**config.mk**
```make
export PLATFORM = sky130hd
export DESIGN_NAME = copf_out
export DESIGN_NICKNAME = d
export VERILOG_FILES = /design/src/rtl/core/copf_pkg.sv /design/src/rtl/core/copf_out.sv
export SDC_FILE = /design/constraint.sdc
export NUM_CORES = 1
export LEC_CHECK = 0
export BUFFER_PORTS_ARGS = -buffer_cell sky130_fd_sc_hd__buf_2
export CAP_MARGIN = 5
export CORE_ASPECT_RATIO = 2
export CORE_MARGIN = 1.5
export CORE_UTILIZATION = 35
export CTS_BUF_LIST = sky130_fd_sc_hd__clkbuf_2 sky130_fd_sc_hd__clkbuf_4 sky130_fd_sc_hd__clkbuf_8
export DETAILED_ROUTE_END_ITERATION = 7
export HOLD_SLACK_MARGIN = 0.08
export PLACE_DENSITY = 0.61
export SKIP_LAST_GASP = 1
export SLEW_MARGIN = 20
export SYNTH_ARGS = -nofsm -noshare
export SYNTH_HDL_FRONTEND = slang
export SYNTH_SLANG_ARGS = --single-unit
```
**constraint.sdc**
```tcl
create_clock -name clk -period 4.4 [get_ports clk]
set_input_delay 1.1 -clock clk [delete_from_list [all_inputs] [get_ports clk]]
set_output_delay 1.1 -clock clk [all_outputs]
set_load 0.03 [all_outputs]
```
**src/rtl/core/copf_pkg.sv**
```systemverilog
// ----------------------------------------------------------------------------
// copf_pkg
// Types and constants shared by the cascaded one-pole filter core and cells.
// ----------------------------------------------------------------------------
package copf_pkg;

  localparam int SAMPLE_W   = 16;
  localparam int COEF_W     = 16;
  localparam int STAGES_W   = 4;
  localparam int FRAC_W     = 8;
  localparam int CFG_IDX_W  = 1;
  localparam int CFG_DATA_W = 16;

  // Register indexes of the configuration port
  typedef enum logic [CFG_IDX_W-1:0] {
    REG_COEFFICIENT   = 1'b0,
    REG_ACTIVE_STAGES = 1'b1
  } copf_reg_t;

  // Input transaction
  typedef struct packed {
    logic signed [SAMPLE_W-1:0] sample_in;
    logic                       first_of_block;
  } copf_in_t;

  // Output transaction
  typedef struct packed {
    logic signed [SAMPLE_W-1:0] sample_out;
    logic                       clipped;
  } copf_out_t;

  // Control that travels with each sample down the chain
  typedef struct packed {
    logic valid;
    logic first;
    logic sat;
  } copf_ctl_t;

endpackage

```
**src/rtl/core/copf_out.sv**
```systemverilog
// ----------------------------------------------------------------------------
// copf_out
// Output stage: truncates toward zero, clamps to 16 bits, holds the result.
// ----------------------------------------------------------------------------
module copf_out #(
  parameter int W = 40
) (
  input  logic                 clk,
  input  logic                 rst,
  input  logic                 en,
  input  copf_pkg::copf_ctl_t  in_ctl,
  input  logic signed [W-1:0]  in_value,
  output logic                 out_valid,
  output copf_pkg::copf_out_t  out_data
);

  localparam int SW = copf_pkg::SAMPLE_W;
  localparam int FW = copf_pkg::FRAC_W;

  logic signed [W-1:0]  adj;
  logic signed [W-1:0]  q;
  logic signed [SW-1:0] clamped;
  logic                 clamp;

  // Bias negative values so the shift rounds toward zero
  assign adj = in_value + (in_value[W-1] ? W'({FW{1'b1}}) : '0);
  assign q   = adj >>> FW;

  always_comb begin
    clamp   = 1'b0;
    clamped = q[SW-1:0];
    if (!(q[W-1:SW-1] == '0 || q[W-1:SW-1] == '1)) begin
      clamp   = 1'b1;
      clamped = q[W-1] ? {1'b1, {(SW-1){1'b0}}} : {1'b0, {(SW-1){1'b1}}};
    end
  end

  always_ff @(posedge clk) begin
    if (rst) begin
      out_valid <= 1'b0;
    end else if (en) begin
      out_valid <= in_ctl.valid;
    end
  end

  always_ff @(posedge clk) begin
    if (en) begin
      out_data.sample_out <= clamped;
      out_data.clipped    <= in_ctl.sat | clamp;
    end
  end

endmodule

```
==> flow_metrics.tcl <==
set metrics [dict create \
    via_count 1793 \
    p_leak_nw 0.844 \
    grt_pass1_wl_um 6950 \
    cts.path.max_buffers 2 \
    vias_per_cell 5.59 \
    clkTransAtPathRegs_ns 0.06 \
    cp_slowest_stage_delay_ns 0.64 \
    syn-num-nets 253 \
    finalNetCount 318 \
    cp.required_ns 4.37 \
    grt_use_met2 0.334 \
    fin_ws_ns 0.394 \
    synth_ff_type "edfxtp_1" \
    r2r_slack_ns 3.83 \
    rows 36 \
    postCtsHoldBufs 0 \
    fp.dieArea_sq_um 5450 \
    rr_endpoint "out_valid" \
    nFillCells 516 \
    synth_top_area_share 0.292 \
    die_h_um 103 \
    holdPathStages 2 \
    path_common_cell "o21ai_0" \
    dpl_worst_slack_ns 0.132 \
    final_cells 321 \
    htreeDepth 1 \
    pwr_density_cell_nw_per_um2 219 \
    clk_latency_ns 0.25 \
    cts_root_buffer "clkbuf_8" \
    die_x_um 53.0 \
    ctsResizeCount 0 \
    cts.sinks 18 \
    floorplan.io_pins 64 \
    crit_family "compound AO/OA/AOI/OAI gates" \
    final.setup.tns_ns 0 \
    dr.pass1.iters 4 \
    wl_per_cell_um 13.6 \
    ys_warn_count 0 \
    slew_headroom 0.488 \
    synth_common_cells "23 x nand2_1, 20 x nor2_1, 17 x edfxtp_1, 13 x nor3_1, 9 x a21oi_1" \
    avgSynthCellArea_sq_um 8.74 \
    wl_um 4370 \
    regToRegStartpoint "out_valid" \
    hold_path.startpoint "out_valid" \
    path_buf_inv 1 \
    antenna_cells 0 \
    cpMaxStageDelayCell "a21oi_2" \
    max_slew.worst_pin.slew_ns 0.768 \
    syn_area_sq_um 1750 \
    ys_async_sr_fraction 0 \
    min_period_ns 4.01 \
    rsz0062_at_grt "false" \
    drive_gt1_frac 0.326 \
    cts_buffers 3 \
    grt_pass1_vias 1597 \
    fmax_mhz 250 \
    ir_drop_v 0.000145 \
    maxSlewViolCount 0 \
    syn_inst 200 \
    hold_class "reg2reg" \
    grt-busiest-layer "met2" \
    min_to "out_valid" \
    core-area_sq_um 4820 \
    synth.most_common_cell "nand2_1" \
    overflow 0 \
    detail-route-antenna-nets 0 \
    dp_cells 317 \
    drt-initial-drc-count 26 \
    startpoint "in_value[39]" \
    arrival_ns 3.98 \
    fin_skew_ns 0 \
    critPathMaxFanout 14 \
    ys_ff_latch 18 \
    post_cts.repair.setup_buffers 0 \
    yosys.area.top_type "edfxtp_1" \
    antenna_found_initial 0 \
    final-setup-viol-count 0 \
    hold_ws_ns 0.491 \
    initial_core_util 0.363 \
    dp_hpwl_um 3690 \
    worstPathCellList "buf_2 -> ha_1 -> a211oi_1 -> o21ai_0 -> o21ai_1 -> nor2_1 -> o211ai_1 -> a211oi_2 -> a21oi_2 -> o21ai_0" \
    run_status "finished, final reports clean" \
    cts_tree "built" \
    period_share 0.910 \
    ys_top_cells_by_area "edfxtp_1 29%, ha_1 5.0%, nand2_1 4.9%" \
    hold_viol 0 \
    grt_usage 0.170 \
    maxCapViolCount 0 \
    end_kind "flip-flop" \
    io_buffer_count 62 \
    worstSetupPathType "in2reg" \
    drt_drc_violations_left 0 \
    gp_congestion 0.878 \
    grt_max_degree 19 \
    grt.met1_usage 0.171 \
    worstRegToRegCells 2 \
    synth_edf_count 17 \
    setup.worst_path.start_class "primary input" \
    synthToLayoutAreaGrowth_pct 23.6 \
    grtUsageMet3 0.0145 \
    seq_area_frac_synth 0.304 \
    synth_cell_types 55 \
]
[cell type report]
cell class                 count  area [sq um]  share of cell area
clock inverter                 1          3.75             0.00174
inverter                       4          15.0             0.00695
tap                           57          71.3              0.0330
timing repair buffer          65           333               0.154
sequential                    18           531               0.246
clock buffer                   3          41.3              0.0191
multi-input combinational    173          1170               0.540
[logic make-up after synthesis]
kind of cell | synth area share
flip-flops | 0.304
AND/OR/NAND/NOR | 0.279
buffers and inverters | 0.0293
adder cells (fa/ha/maj) | 0.0501
multiplexers | 0.0122
XOR/XNOR | 0.0601
AO/OA/AOI/OAI | 0.266
[state kept, by name (all words and copies together) (netlist names)]
name,cells
out_data,17
out_valid,1
[worst max-delay path by stage]
stage,endpoint,slack (ns),depth (start not counted)
3_3_place_gp,out_data[1],0.17,10
2_1_floorplan,out_data[5],0.76,11
4_1_cts,out_data[1],0.40,10
6_report,out_data[1],0.39,10
5_1_grt,out_data[1],0.13,10
3_5_place_dp,out_data[1],0.13,10
[worst min-delay path: cells and delay by family (launching register included)]
family | cells | cell delay [ns]
DFF | 1 | 0.32
muxes | 1 | 0.06
and+or+nand+nor | 1 | 0.07
[where the power goes]
group	total, mW	switching (mW)	leakage, nW	internal [mW]
logic	0.154	0.0987	0.645	0.0555
clock network	0.113	0.0511	0.0231	0.0620
registers	0.206	0.00263	0.176	0.204
total	0.474	0.152	0.844	0.321
[metrics by stage]
step | total power, mW | utilization | cell area [sq um]
detailed placement | 0.364 | 0.439 | 2120
CTS | 0.476 | 0.448 | 2160
global route | 0.498 | 0.448 | 2160
finish | 0.474 | 0.448 | 2160
floorplan | 0.306 | - | 1750
global placement | 0.363 | 0.439 | 2120
[metal layers]
metal,wire [um],up-vias
met5,0,-
met1,1680,828
met3,144,5
met2,2460,43
li1,-,917
met4,82,0
[cell usage in the layout, fill, tap and decap left out, drive strengths merged, types with 2 or more instances in the layout]
cell     synthesis  layout
ha               7       7
buf              5      65
a21o             2       2
clkbuf           0       3
nor2            20      20
nand4            8       8
o21ai           17      17
a31oi            4       4
a211oi           3       3
nor4             3       3
o21bai           2       2
and4             3       3
nor3            13      13
xor2             7       7
a311oi           2       2
o21a             3       3
nand2           23      23
edfxtp          17      17
a2111oi          2       2
nand3            8       8
o22ai            2       2
a21oi           10      10
xnor2            5       5
a211o            2       2
inv              4       4
or3              2       2
o31ai            4       4
and3             5       5
o211ai           3       3
No activity file was read; power rests on OpenSTA's default activity.
