==> src/rtl/core/copf_pkg.sv <==
// ----------------------------------------------------------------------------
// copf_pkg
// Types and constants shared by the cascaded one-pole filter core and cells.
// ----------------------------------------------------------------------------
package copf_pkg;

  localparam int SAMPLE_W   = 16;
  localparam int COEF_W     = 16;
  localparam int STAGES_W   = 4;
  localparam int FRAC_W     = 8;
  localparam int CFG_IDX_W  = 1;
  localparam int CFG_DATA_W = 16;

  // Register indexes of the configuration port
  typedef enum logic [CFG_IDX_W-1:0] {
    REG_COEFFICIENT   = 1'b0,
    REG_ACTIVE_STAGES = 1'b1
  } copf_reg_t;

  // Input transaction
  typedef struct packed {
    logic signed [SAMPLE_W-1:0] sample_in;
    logic                       first_of_block;
  } copf_in_t;

  // Output transaction
  typedef struct packed {
    logic signed [SAMPLE_W-1:0] sample_out;
    logic                       clipped;
  } copf_out_t;

  // Control that travels with each sample down the chain
  typedef struct packed {
    logic valid;
    logic first;
    logic sat;
  } copf_ctl_t;

endpackage

==> src/rtl/core/copf_cell.sv <==
// ----------------------------------------------------------------------------
// copf_cell
// One filter section: holds its own history, forms value + floor(h*c/2^15)
// with saturation, and registers the result for the next cell.
// ----------------------------------------------------------------------------
module copf_cell #(
  parameter int W     = 40,
  parameter bit IS_FF = 1'b0
) (
  input  logic                                clk,
  input  logic                                rst,
  input  logic                                en,
  input  logic signed [copf_pkg::COEF_W-1:0]  coefficient,
  input  logic                                active,
  input  copf_pkg::copf_ctl_t                 in_ctl,
  input  logic signed [W-1:0]                 in_value,
  output copf_pkg::copf_ctl_t                 out_ctl,
  output logic signed [W-1:0]                 out_value
);

  localparam int SW = copf_pkg::SAMPLE_W;
  localparam int FW = copf_pkg::FRAC_W;
  localparam int CW = copf_pkg::COEF_W;

  logic signed [W-1:0]      hist_val;
  logic signed [W+CW-1:0]   prod;
  logic signed [W:0]        term;
  logic                     mul_sat;
  logic signed [W+1:0]      sum;
  logic signed [W-1:0]      sum_sat;
  logic                     add_sat;
  logic                     upd;

  // Commit history only for a live sample passing an active section
  assign upd = en && in_ctl.valid && active;

  generate
    if (IS_FF) begin : g_ff
      logic signed [SW-1:0] hist;
      // Feedforward section remembers the raw input sample
      assign hist_val = in_ctl.first ? '0 : {{(W-SW-FW){hist[SW-1]}}, hist, {FW{1'b0}}};
      always_ff @(posedge clk) begin
        if (rst) begin
          hist <= '0;
        end else if (upd) begin
          hist <= in_value[FW +: SW];
        end
      end
    end else begin : g_iir
      logic signed [W-1:0] hist;
      // Recursive section remembers its own saturated output
      assign hist_val = in_ctl.first ? '0 : hist;
      always_ff @(posedge clk) begin
        if (rst) begin
          hist <= '0;
        end else if (upd) begin
          hist <= sum_sat;
        end else if (en && in_ctl.valid && in_ctl.first) begin
          // An idle section still drops its history at the start of a block
          hist <= '0;
        end
      end
    end
  endgenerate

  // Multiply and drop the Q15 fraction (arithmetic shift floors)
  assign prod = hist_val * coefficient;

  always_comb begin
    term    = prod[W+CW-1:CW-1];
    mul_sat = 1'b0;
    // A full 64-bit word cannot hold +2^63: pin it one below
    if (W == 64 && term == {2'b01, {(W-1){1'b0}}}) begin
      term    = {2'b00, {(W-1){1'b1}}};
      mul_sat = 1'b1;
    end
  end

  // Add and saturate to the internal width
  assign sum = {{2{in_value[W-1]}}, in_value} + {term[W], term};

  always_comb begin
    add_sat = 1'b0;
    sum_sat = sum[W-1:0];
    if (!(sum[W+1:W-1] == 3'b000 || sum[W+1:W-1] == 3'b111)) begin
      add_sat = 1'b1;
      sum_sat = sum[W+1] ? {1'b1, {(W-1){1'b0}}} : {1'b0, {(W-1){1'b1}}};
    end
  end

  // Advance the chain register
  always_ff @(posedge clk) begin
    if (rst) begin
      out_ctl <= '0;
    end else if (en) begin
      out_ctl.valid <= in_ctl.valid;
      out_ctl.first <= in_ctl.first;
      out_ctl.sat   <= in_ctl.sat | (active & (mul_sat | add_sat));
    end
  end

  always_ff @(posedge clk) begin
    if (en) begin
      out_value <= active ? sum_sat : in_value;
    end
  end

endmodule

==> config.mk <==
export PLATFORM = sky130hd
export DESIGN_NAME = copf_cell
export DESIGN_NICKNAME = d
export VERILOG_FILES = /design/src/rtl/core/copf_pkg.sv /design/src/rtl/core/copf_cell.sv
export SDC_FILE = /design/constraint.sdc
export NUM_CORES = 2
export LEC_CHECK = 0
export ABC_CLOCK_PERIOD_IN_PS = 34600
export BUFFER_PORTS_ARGS = -buffer_cell sky130_fd_sc_hd__buf_2
export CORE_MARGIN = 2
export CORE_UTILIZATION = 48
export DETAILED_ROUTE_END_ITERATION = 8
export PLACE_DENSITY = 0.63
export SLEW_MARGIN = 20
export SYNTH_ARGS = -nofsm -noshare
export SYNTH_HDL_FRONTEND = slang
export SYNTH_SLANG_ARGS = --single-unit
==> constraint.sdc <==
create_clock -name clk -period 34.6 [get_ports clk]
set_input_delay 6.92 -clock clk [delete_from_list [all_inputs] [get_ports clk]]
set_output_delay 6.92 -clock clk [all_outputs]
set_load 0.01 [all_outputs]
==> summary.md <==
| Metric | Value |
|---|---|
| Multi-input combinational cell area | `22500 sq um` |
| DRC violations left | `0` |
| Cells after Synth | `3248` |
| IR drop worst, VDD | `104 uV` |
| Final period demand of the worst path | `18750 ps` |
| Seq cells post-synth | `83` |
| Maximum number of pins on one net before global-route repair | `51` |
| IO Port Bufs | `105` |
| Warnings, synthesis | `0` |
| Final setup skew | `10.7 ps` |
| Met2 Wirelength | `43800 microns` |
| Critical path class | `in -> reg` |
| Result of the run | `completed` |
| Sort of element at the start of the critical path | `input pin` |
| Die outline width | `245 microns` |
| Max Slew Vio Count | `0` |
| Post-Synthesis Mean Instance Area | `8.56 sq um` |
| Final clock period utilization by the worst path | `54.2%` |
| Length of routed wiring on met1 | `32200 microns` |
| CP max stage cell | `a2111oi_4` |
| Maximum clock frequency | `0.0533 GHz` |
| Gates resized, CTS repair | `0` |
| Antenna violations before repair | `1` |
| Setup total negative slack | `0 ps` |
| Remaining Overflow, GRT | `0` |
| Flip-flop cell with the highest count after synthesis | `dfxtp_1` |
| Per-cell routed wire length | `20.8 microns` |
| Post-synthesis instance area | `27800 sq um` |
| Cell area after placement | `29000 sq um` |
| Dpl hpwl | `64800 microns` |
| Net count of the finished layout | `4079` |
| Worst-case clock buffer depth | `2` |
| Commonest cells post-synth | `inv_1 (694), fa_1 (598), nand2_1 (494)` |
| Post-detailed-route count of antenna-violating nets | `0` |
| Final setup fails | `0` |
| Number of design-rule violations left by the first detailed-router iteration | `1348` |
| Number of failing hold endpoints at the final stage | `0` |
| Area of the die | `59800 sq um` |
| Share of final-layout standard cells stronger than drive strength 1 | `6.55%` |
| Highest net fanout along the worst path | `44` |
| Vias | `22400` |
| Pin slew with the least headroom to its limit | `1160 ps` |
| Floorplan Core Area | `57500 sq um` |
| Reg area | `2060 sq um` |
| Number of global-route vias before repair | `24600` |
| Type of the worst min-delay path | `reg -> reg` |
| CTS buffer count | `9` |
| Most frequent cell on the critical path | `fa_1` |
| Fill cell total of the finished layout | `5532` |
| Total global-route track usage | `28.8%` |
| Post-synthesis to final-layout area growth | `5.57%` |
| Crit path required time | `34670 ps` |
| Die height | `245 microns` |
| Stage delay of the slowest cell on the critical path | `1040 ps` |
| Kind of capture point of the worst setup path | `flip-flop` |
| Fraction of synthesis flops using an asynchronous set or reset pin | `0%` |
| Top cells by area in the synthesized netlist | `fa_1 (43%), inv_1 (9.4%), ha_1 (7.6%)` |
| Area share of the largest cell type after synthesis | `43.1%` |
| First-pass iteration count of the detailed router | `5` |
| Final worst slack | `15850 ps` |
| Starting density of the core | `48.3%` |
| Unique cell type count in the Yosys netlist | `78` |
| Number of top-level pins | `106` |
| Power per unit of standard cell area | `73.3 nW/um^2` |
| Number of hold buffers added after cts | `0` |
| RSZ-0062 raised after global routing | `false` |
| Clock insertion delay at the later pin of the skew report | `360 ps` |
| Final weighted congestion in routability-driven placement | `0.937` |
| Net count of the mapped netlist | `4078` |
| Clk slew on worst S/H paths | `70 ps` |
| Cell type with the largest total area after synthesis | `fa_1` |
| CTS H-tree depth | `3` |
| Number of maximum-capacitance constraint violations | `0` |
| Count of flip-flops with a built-in enable after synthesis | `40` |
| Clock net sink count | `83` |
| Clock tree from TritonCTS | `done` |
| Post-route cell area | `29300 sq um` |
| CTS Root Cell | `clkbuf_16` |
| Worst setup slack after placement | `15710 ps` |
| Leakage Power | `0.0139 uW` |
| Setup fix buffers added after clock tree synthesis | `0` |
| Sequential element share of the synthesized area | `7.42%` |
| Per-cell via count in the routed design | `5.58` |
| Number of rows in the core area | `88` |
| Routed WL | `83700 microns` |
| Top routing layer in use | `met4` |
| Worst slew margin relative to its limit | `22.7%` |
| Cell with the most instances after synthesis | `inv_1` |
| First-pass GRT wire length | `134000 microns` |
| Total met3 wirelength after detailed routing | `3890 microns` |
| Arrival time of the worst setup path | `18820 ps` |
==> per-layer routing <==
| layer | up-vias | track usage, % |
|---|---|---|
| met5 | - | 0 |
| met4 | 0 | 12.1 |
| met3 | 234 | 2.86 |
| met2 | 765 | 52.8 |
| met1 | 11500 | 34.5 |
| li1 | 9927 | - |
==> final timing paths <==
| kind | start | end | slack [ps] | cells after the start |
|---|---|---|---|---|
| setup / recovery | in_ctl[1] | out_value[23] | 15850 | 38 |
| hold / removal | g_iir.hist[28] | g_iir.hist[28] | 450 | 2 |
| setup reg to reg | g_iir.hist[25] | out_value[23] | 22530 | 36 |
| hold reg to reg | g_iir.hist[28] | g_iir.hist[28] | 450 | 2 |
==> state kept, by name, indices dropped and copies added (netlist names) <==
name,cells
g_iir.hist,40
out_value,40
out_ctl,3
==> area by class of cell <==
class,instances,area share [%]
diodes,1,0.00853
clock buffers,10,0.853
clock inverters,6,0.196
inverters,695,8.89
multi-input cells,2309,76.8
flip-flops and latches,83,7.03
well taps,765,3.26
repair buffers,151,2.97
==> critical path: cells and delay by family <==
family | cells | cell delay (ps)
buf+inv | 8 | 980
xor+xnor | 1 | 280
compound gates | 13 | 4030
simple gates | 8 | 2740
fa+ha+maj | 8 | 3790
==> cells in the final DEF (no fill, tap or decap), types with 21 or more instances in the layout <==
cell type    n
nor2_1     138
edfxtp_1    40
nand2b_1    21
inv_1      694
buf_2      105
xnor2_1     48
buf_4       46
nand2_1    494
and2_1     216
o21ai_0     60
ha_1       169
fa_1       598
nor2b_1     34
dfxtp_1     43
nor3_1      27
xor2_1      28
nand3_1     27
a21oi_1    151
a21o_1      38
a211oi_1    37
==> cells by family after synthesis <==
family / count (synthesis) / share of synthesized area, %
simple gates: 1021 / 17.2
buf+inv: 856 / 11.7
fa+ha+maj: 767 / 50.7
compound gates: 441 / 10.5
flops: 83 / 7.42
xor+xnor: 77 / 2.45
mux: 3 / 0.113
==> where the power goes <==
part           leakage (uW)  internal [uW]  total (uW)  switching (uW)
combinational        0.0130            638        1880            1240
sequential         0.000736            158         170            11.8
clock              0.000153           55.2         103            47.6
==> through the flow <==
step	utilization, %	hold slack (ps)	total power, uW	std cells
final	51.0	446	2150	4020
after global routing	51.0	479	2350	4019
after CTS	51.0	448	2140	4019
after detailed placement	50.5	438	2020	4003
after global placement	50.5	445	2000	4003
after floorplan	-	417	1500	3248
Power figures use the tool's default switching activity.
